===== config.mk =====
export PLATFORM = sky130hd
export DESIGN_NAME = masked_byte_pattern_matcher
export DESIGN_NICKNAME = d
export VERILOG_FILES = /design/src/rtl/core/mbpm_pkg.sv /design/src/rtl/core/masked_byte_pattern_matcher.sv /design/src/rtl/core/mbpm_cfg_regs.sv /design/src/rtl/core/mbpm_window.sv /design/src/rtl/core/mbpm_tracker.sv
export SDC_FILE = /design/constraint.sdc
export NUM_CORES = 1
export LEC_CHECK = 0
export BUFFER_PORTS_ARGS = -buffer_cell sky130_fd_sc_hd__buf_4
export CAP_MARGIN = 10
export CORE_MARGIN = 2
export CORE_UTILIZATION = 30
export DETAILED_ROUTE_END_ITERATION = 10
export SLEW_MARGIN = 10
export SYNTH_ARGS = -nofsm -noshare
export SYNTH_HDL_FRONTEND = slang
export SYNTH_SLANG_ARGS = --single-unit

===== constraint.sdc =====
create_clock -name i_clk -period 6.5 [get_ports i_clk]
set_input_delay 0.65 -clock i_clk [delete_from_list [all_inputs] [get_ports i_clk]]
set_output_delay 0.65 -clock i_clk [all_outputs]
set_load 0.01 [all_outputs]

===== src/rtl/core/mbpm_pkg.sv =====
// Shared types and constants of the masked byte pattern matcher.
`timescale 1ns / 1ps

package mbpm_pkg;

    localparam int REG_BYTES = 16;

    // Configuration register indexes
    localparam logic [1:0] CFG_PATTERN_LOW  = 2'd0;
    localparam logic [1:0] CFG_PATTERN_HIGH = 2'd1;
    localparam logic [1:0] CFG_CARE_MASK    = 2'd2;
    localparam logic [1:0] CFG_PATTERN_LEN  = 2'd3;

    // Match count codes
    localparam logic [1:0] MATCH_NONE = 2'd0;
    localparam logic [1:0] MATCH_ONE  = 2'd1;
    localparam logic [1:0] MATCH_MANY = 2'd2;

    typedef struct packed {
        logic [7:0] data_byte;
        logic       last_byte;
    } t_in_beat;

    typedef struct packed {
        logic [1:0]  match_count;
        logic [31:0] first_offset;
    } t_out_beat;

    typedef struct packed {
        logic [8*REG_BYTES-1:0] pattern;
        logic [REG_BYTES-1:0]   care;
        logic [4:0]             length;
    } t_cfg;

    typedef struct packed {
        logic       advance;
        logic       last_byte;
        logic [7:0] data_byte;
    } t_step;

endpackage


===== src/rtl/core/masked_byte_pattern_matcher.sv =====
// Top level of the masked byte pattern matcher.
// Usage:
//   Input channel (i_in_valid / o_in_ready / i_in_beat) carries one stream byte
//   per beat, with last_byte set on the final byte of a stream. Output channel
//   (o_out_valid / i_out_ready / o_out_beat) carries one result per stream:
//   the match count (none, one, two or more) and the start offset of the first
//   match. Configuration channel (i_cfg_valid / o_cfg_ready, index, data) writes
//   pattern low and high words, the care mask and the pattern length; write it
//   only while no stream is in flight. It is always ready.
//   Throughput: one byte per cycle while no last byte waits for the result
//   register. The window compare is one parallel masked compare of the input
//   and window registers against the configured pattern bytes.
//   Reset clears the window, counters, pattern length back to one and both
//   valid flags. When the receiver stalls, the result register holds and the
//   input register keeps taking ordinary bytes; a last byte waits in the input
//   register until the result register frees up, and only then is ready low.
`timescale 1ns / 1ps

module masked_byte_pattern_matcher #(
    parameter int PATTERN_MAX  = 16,
    parameter int OFFSET_WIDTH = 32
) (
    input  logic                i_clk,
    input  logic                i_rst_n,
    input  logic                i_in_valid,
    output logic                o_in_ready,
    input  mbpm_pkg::t_in_beat  i_in_beat,
    output logic                o_out_valid,
    input  logic                i_out_ready,
    output mbpm_pkg::t_out_beat o_out_beat,
    input  logic                i_cfg_valid,
    output logic                o_cfg_ready,
    input  logic [1:0]          i_cfg_index,
    input  logic [63:0]         i_cfg_data
);

    logic               r_in_valid;
    mbpm_pkg::t_in_beat r_in;
    logic               consume;
    logic               hit;
    mbpm_pkg::t_cfg     cfg;
    mbpm_pkg::t_step    step;

    // A last byte advances only when the result register can take its result.
    assign consume    = r_in_valid && (!r_in.last_byte || !o_out_valid || i_out_ready);
    assign o_in_ready = !r_in_valid || consume;
    assign o_cfg_ready = 1'b1;

    always_comb begin
        step.advance   = consume;
        step.last_byte = r_in.last_byte;
        step.data_byte = r_in.data_byte;
    end

    always_ff @(posedge i_clk) begin
        if (!i_rst_n) begin
            r_in_valid <= 1'b0;
        end else if (i_in_valid && o_in_ready) begin
            r_in_valid <= 1'b1;
        end else if (consume) begin
            r_in_valid <= 1'b0;
        end
    end

    always_ff @(posedge i_clk) begin
        if (i_in_valid && o_in_ready) begin
            r_in <= i_in_beat;
        end
    end

    mbpm_cfg_regs #(
        .PATTERN_MAX (PATTERN_MAX)
    ) u_cfg (
        .i_clk       (i_clk),
        .i_rst_n     (i_rst_n),
        .i_cfg_valid (i_cfg_valid && o_cfg_ready),
        .i_cfg_index (i_cfg_index),
        .i_cfg_data  (i_cfg_data),
        .o_cfg       (cfg)
    );

    mbpm_window #(
        .PATTERN_MAX (PATTERN_MAX)
    ) u_window (
        .i_clk   (i_clk),
        .i_rst_n (i_rst_n),
        .i_step  (step),
        .i_cfg   (cfg),
        .o_hit   (hit)
    );

    mbpm_tracker #(
        .OFFSET_WIDTH (OFFSET_WIDTH)
    ) u_tracker (
        .i_clk       (i_clk),
        .i_rst_n     (i_rst_n),
        .i_step      (step),
        .i_length    (cfg.length),
        .i_hit       (hit),
        .i_out_ready (i_out_ready),
        .o_out_valid (o_out_valid),
        .o_out_beat  (o_out_beat)
    );

endmodule


===== src/rtl/core/mbpm_cfg_regs.sv =====
// Configuration registers and clamped active pattern length.
`timescale 1ns / 1ps

module mbpm_cfg_regs #(
    parameter int PATTERN_MAX = 16
) (
    input  logic              i_clk,
    input  logic              i_rst_n,
    input  logic              i_cfg_valid,
    input  logic [1:0]        i_cfg_index,
    input  logic [63:0]       i_cfg_data,
    output mbpm_pkg::t_cfg    o_cfg
);

    localparam int LIMIT = (PATTERN_MAX < mbpm_pkg::REG_BYTES) ?
                           PATTERN_MAX : mbpm_pkg::REG_BYTES;
    localparam logic [4:0] LIMIT_LEN = 5'(LIMIT);

    logic [63:0] r_pat_lo;
    logic [63:0] r_pat_hi;
    logic [15:0] r_care;
    logic [4:0]  r_len;

    always_ff @(posedge i_clk) begin
        if (!i_rst_n) begin
            r_pat_lo <= '0;
            r_pat_hi <= '0;
            r_care   <= '0;
            r_len    <= 5'd1;
        end else if (i_cfg_valid) begin
            unique case (i_cfg_index)
                mbpm_pkg::CFG_PATTERN_LOW:  r_pat_lo <= i_cfg_data;
                mbpm_pkg::CFG_PATTERN_HIGH: r_pat_hi <= i_cfg_data;
                mbpm_pkg::CFG_CARE_MASK:    r_care   <= i_cfg_data[15:0];
                mbpm_pkg::CFG_PATTERN_LEN:  r_len    <= i_cfg_data[4:0];
            endcase
        end
    end

    always_comb begin
        o_cfg.pattern = {r_pat_hi, r_pat_lo};
        o_cfg.care    = r_care;
        o_cfg.length  = (r_len > LIMIT_LEN) ? LIMIT_LEN : r_len;
    end

endmodule


===== src/rtl/core/mbpm_window.sv =====
// Recent-byte window and parallel masked compare against the pattern.
`timescale 1ns / 1ps

module mbpm_window #(
    parameter int PATTERN_MAX = 16
) (
    input  logic              i_clk,
    input  logic              i_rst_n,
    input  mbpm_pkg::t_step   i_step,
    input  mbpm_pkg::t_cfg    i_cfg,
    output logic              o_hit
);

    localparam int WIN = (PATTERN_MAX < mbpm_pkg::REG_BYTES) ?
                         PATTERN_MAX : mbpm_pkg::REG_BYTES;

    logic [7:0]     r_win [WIN];
    logic [7:0]     shifted [WIN];
    logic [7:0]     pat_b [mbpm_pkg::REG_BYTES];
    logic [WIN-1:0] pos_ok;

    always_comb begin
        for (int k = 0; k < mbpm_pkg::REG_BYTES; k++) begin
            pat_b[k] = i_cfg.pattern[k*8 +: 8];
        end
        shifted[0] = i_step.data_byte;
        for (int k = 1; k < WIN; k++) begin
            shifted[k] = r_win[k-1];
        end
    end

    // Window slot i (0 newest) lines up with pattern byte length-1-i.
    always_comb begin
        logic [4:0] j;
        for (int i = 0; i < WIN; i++) begin
            j = i_cfg.length - 5'(i) - 5'd1;
            if (5'(i) < i_cfg.length) begin
                pos_ok[i] = !i_cfg.care[j[3:0]] || (shifted[i] == pat_b[j[3:0]]);
            end else begin
                pos_ok[i] = 1'b1;
            end
        end
    end

    assign o_hit = &pos_ok;

    always_ff @(posedge i_clk) begin
        if (!i_rst_n) begin
            for (int k = 0; k < WIN; k++) r_win[k] <= '0;
        end else if (i_step.advance) begin
            // drop the window at the end of each stream
            for (int k = 0; k < WIN; k++) begin
                r_win[k] <= i_step.last_byte ? 8'd0 : shifted[k];
            end
        end
    end

endmodule


===== src/rtl/core/mbpm_tracker.sv =====
// Byte counter, match count and first offset, with the result register.
`timescale 1ns / 1ps

module mbpm_tracker #(
    parameter int OFFSET_WIDTH = 32
) (
    input  logic                i_clk,
    input  logic                i_rst_n,
    input  mbpm_pkg::t_step     i_step,
    input  logic [4:0]          i_length,
    input  logic                i_hit,
    input  logic                i_out_ready,
    output logic                o_out_valid,
    output mbpm_pkg::t_out_beat o_out_beat
);

    logic [OFFSET_WIDTH-1:0] r_seen;
    logic [OFFSET_WIDTH-1:0] r_first;
    logic [1:0]              r_cnt;
    logic                    r_out_valid;
    mbpm_pkg::t_out_beat     r_out;

    logic [OFFSET_WIDTH-1:0] n_seen;
    logic [OFFSET_WIDTH-1:0] n_first;
    logic [1:0]              n_cnt;
    logic [OFFSET_WIDTH-1:0] len_ext;
    logic                    found;

    always_comb begin
        len_ext = OFFSET_WIDTH'(i_length);
        n_seen  = (r_seen == '1) ? r_seen : r_seen + 1'b1;
        found   = i_hit && (i_length != 5'd0) && (n_seen >= len_ext) &&
                  (r_cnt != mbpm_pkg::MATCH_MANY);
        n_cnt   = r_cnt;
        n_first = r_first;
        if (found) begin
            if (r_cnt == mbpm_pkg::MATCH_NONE) begin
                n_cnt   = mbpm_pkg::MATCH_ONE;
                n_first = n_seen - len_ext;
            end else begin
                n_cnt = mbpm_pkg::MATCH_MANY;
            end
        end
    end

    always_ff @(posedge i_clk) begin
        if (!i_rst_n) begin
            r_seen      <= '0;
            r_first     <= '0;
            r_cnt       <= mbpm_pkg::MATCH_NONE;
            r_out_valid <= 1'b0;
        end else begin
            if (i_step.advance) begin
                if (i_step.last_byte) begin
                    r_seen  <= '0;
                    r_first <= '0;
                    r_cnt   <= mbpm_pkg::MATCH_NONE;
                end else begin
                    r_seen  <= n_seen;
                    r_first <= n_first;
                    r_cnt   <= n_cnt;
                end
            end
            if (i_step.advance && i_step.last_byte) begin
                r_out_valid <= 1'b1;
            end else if (i_out_ready) begin
                r_out_valid <= 1'b0;
            end
        end
    end

    always_ff @(posedge i_clk) begin
        if (i_step.advance && i_step.last_byte) begin
            r_out.match_count  <= n_cnt;
            r_out.first_offset <= (n_cnt != mbpm_pkg::MATCH_NONE) ? 32'(n_first) : 32'd0;
        end
    end

    assign o_out_valid = r_out_valid;
    assign o_out_beat  = r_out;

endmodule


==> flow_metrics.py <==
metrics = {
    "power": {
        "irDropWorstVdd_mv": 0.193,
        "post-layout-total-power_mw": 7.51,
        "p_leak_nw": 11.9,
        "powerDensity_nw_per_um2": 233,
    },
    "finish": {
        "area.growth.synth_to_final_pct": 11.5,
        "finish.net_count": 3230,
        "antennaDiodeCount": 0,
        "drive_gt1_share_pct": 16.6,
    },
    "logic_synthesis": {
        "yosys-top-cells-area": "edfxtp_1, dfxtp_1, mux2i_1",
        "async_set_reset_flop_share_out_of_synthesis_pct": 0,
        "postSynthNetCount": 3262,
        "yosys.cell_count.top_type": "nand2_1",
        "netlist_area_um2": 29000,
        "yosys-top-cells-count": "nand2_1, mux2i_1, dfxtp_1, nor2_1, edfxtp_1",
        "synth_flop_cell": "dfxtp_1",
        "synthesis.yosys.warnings": 0,
        "synth_top_area_share_pct": 16.9,
        "netlist_instances": 3171,
        "synth_mux_area_share_pct": 17.7,
        "yosysSeqAreaShare_pct": 31.9,
        "synth_area_leader_cell": "edfxtp_1",
        "yosys.area_share.simple_pct": 20.6,
        "share_of_the_synthesized_area_in_compound_gates_ao_oa_aoi_oai_pct": 17.9,
        "synthAdderAreaFrac_pct": 0.501,
        "yosys.cell_types.count": 124,
        "synth_enable_flop_cells": 163,
        "post_synthesis_sequential_element_count": 380,
        "syn_avg_cell_area_um2": 9.13,
        "synth_top_family_by_area": "simple AND/OR/NAND/NOR gates",
        "synthXorXnorAreaFrac_pct": 6.28,
    },
    "setup_path": {
        "timing.critical_path.slowest_stage_cell": "ha_2",
        "cp-startpoint": "u_cfg.r_len[0]",
        "timing.critical_path.from_type": "register",
        "critical_path.top_delay_family": "multiplexers",
        "critPathKind": "register to register",
        "rr_startpoint": "u_cfg.r_len[0]",
        "nature_of_the_critical_path_endpoint": "register",
        "worstPathRequired_ps": 6980,
        "timing.critical_path.slowest_cell_delay_ps": 930,
        "critical_path.max_fanout": 26,
        "cells_along_the_critical_path": "nand2b_1 -> ha_2 -> mux2i_1 -> mux2i_1 -> mux4_2 -> xnor2_1 -> nand4_1 -> o41ai_2 -> nor3b_1 -> and4bb_4 -> and2_1 -> buf_4 -> o21bai_1",
        "critPathArrivalTime_ps": 6120,
        "cell_type_with_the_highest_occurrence_count_on_the_critical_path": "mux2i_1",
        "crit_buf_inv": 1,
    },
    "floorplan": {
        "die_area_um2": 99000,
        "starting_utilization_of_the_core_area_pct": 30.4,
        "dieWidth_um": 315,
        "design.core.area_um2": 95300,
        "num_io_pins": 117,
        "floorplan.die.height_um": 315,
        "rows": 113,
    },
    "clocking": {
        "h-tree-depth": 2,
        "clock_network_latency_to_the_later_pin_of_the_worst_skew_pair_ps": 630,
        "cts-buffers-inserted": 45,
        "cts_root_buf": "clkbuf_16",
        "numClockSinks": 380,
        "cts-resized-gates": 0,
        "cts_buffer_depth": 3,
        "holdBufCountCts": 0,
        "clkSlewWorstSetupHoldPaths_ps": 70,
        "cts_tree": "done",
        "cts_setup_buffers": 0,
    },
    "global_route": {
        "maximum_number_of_pins_on_one_net_before_global_route_repair": 121,
        "grt_first_pass_wirelength_mm": 178,
        "antenna_violations_before_repair": 4,
        "first_global_vias": 24637,
        "globalRoute.totalOverflow": 0,
        "global_routing_usage_summed_across_all_routing_layers_pct": 24.3,
    },
    "placement": {
        "hpwl_mm": 92.9,
        "placement.io_buffers": 115,
        "replace_congestion": 1.02,
    },
    "timing": {
        "worst_margin_slew_ps": 1140,
        "min_period_over_period_pct": 86.8,
        "min_period_ps": 5640,
        "fin_worst_skew_ps": 45.1,
        "timing_hold_violations_final": 0,
        "fmaxAchievable_mhz": 177,
        "setup_violations": 0,
        "max_slew_margin_pct": 22.8,
        "finalHoldWorstSlack_ps": 214,
        "slew_violations": 0,
        "fin_tns_setup_ps": 0,
        "grt_setup_unrepaired": "false",
    },
    "routing": {
        "first_pass_iters": 8,
        "via_per_inst": 5.99,
        "detail_route.drc_violations": 0,
        "dr_total_vias": 26583,
        "detail_route.wirelength_mm": 125,
        "first_iteration_detailed_routing_drc_count": 3479,
        "route.antenna.remaining_nets": 0,
        "route.detailed.wl_per_inst_um": 28.1,
    },
    "worst_hold_path": {
        "hold_wc_startpoint": "i_in_beat[6]",
        "timing.hold.worst.class": "input pin to register",
    },
    "job": {
        "cap_violations": 0,
    },
    "run_status": {
        "run_status": "completed",
    },
}
[power breakdown]
| group | total, mW | internal (mW) | switching [mW] |
|---|---|---|---|
| Sequential | 2.83 | 2.64 | 0.186 |
| Clock | 2.64 | 1.53 | 1.12 |
| Combinational | 2.04 | 0.774 | 1.27 |
| Total | 7.51 | 4.95 | 2.57 |
[placed cells by master (no fill, tap or decap), types with 20 or more instances in the layout]
cell	instances
nor3_1	72
buf_4	191
xor2_1	65
dfxtp_1	213
a21boi_0	153
xnor2_1	122
and2_1	48
inv_1	25
mux4_2	85
a21oi_1	66
mux2_2	47
edfxtp_1	163
o211ai_2	20
nand2_1	486
nor2_1	174
clkbuf_16	45
nand4_1	49
o22ai_1	45
a211oi_1	45
a22oi_1	23
mux2i_1	248
o211ai_1	22
o21ai_0	112
nor2b_1	35
nand3_1	68
and3_1	103
a31oi_1	21
a22o_1	35
[state kept, by name, indices dropped and copies added, names as in the netlist]
signal                 count
u_window.r_win           120
u_cfg.r_pat_hi            64
u_cfg.r_pat_lo            64
u_tracker.o_out_beat      34
u_tracker.r_first         32
u_tracker.r_seen          32
u_cfg.r_care              16
r_in                       9
u_cfg.r_len                5
u_tracker.r_cnt            2
r_in_valid                 1
u_tracker.o_out_valid      1
[cell families after synthesis]
| group | after synthesis |
|---|---|
| AND/OR/NAND/NOR | 1189 |
| AO/OA/AOI/OAI | 699 |
| other | 1 |
| XOR/XNOR | 196 |
| buffers and inverters | 304 |
| flip-flops | 380 |
| multiplexers | 391 |
| adder cells (fa/ha/maj) | 11 |
[layout make-up]
class,count,area (um2)
clock inverters,22,307
multi-input cells,2487,18300
flip-flops and latches,380,9250
well taps,1265,1580
inverters,30,123
fillers,9859,63000
clock buffers,59,1210
repair buffers,195,1510
[path summary, 6_finish.rpt]
kind,endpoint,slack (ps),cells after the start
setup reg to reg,u_tracker.o_out_beat[32],860,13
setup / recovery,u_tracker.o_out_beat[32],860,13
hold reg to reg,u_tracker.r_first[3],460,2
hold / removal,r_in[6],210,1
[through the flow]
step / setup WS [ps] / area [um2] / utilization [%] / std cells
2_1_floorplan: 1410 / 29000 / - / 3171
3_3_place_gp: 1120 / 30800 / 32.3 / 4357
3_5_place_dp: 1030 / 30800 / 32.3 / 4357
4_1_cts: 1020 / 32300 / 33.9 / 4438
5_1_grt: 816 / 32300 / 33.9 / 4438
6_report: 859 / 32300 / 33.9 / 4438
[per-layer routing]
metal	global-route usage (%)	wire length, um	vias up
li1	-	-	11679
met1	32.4	50800	13083
met2	36.5	53900	1488
met3	5.47	12200	331
met4	13.4	7750	2
met5	0	16	-
No activity file was read; power rests on OpenSTA's default activity.
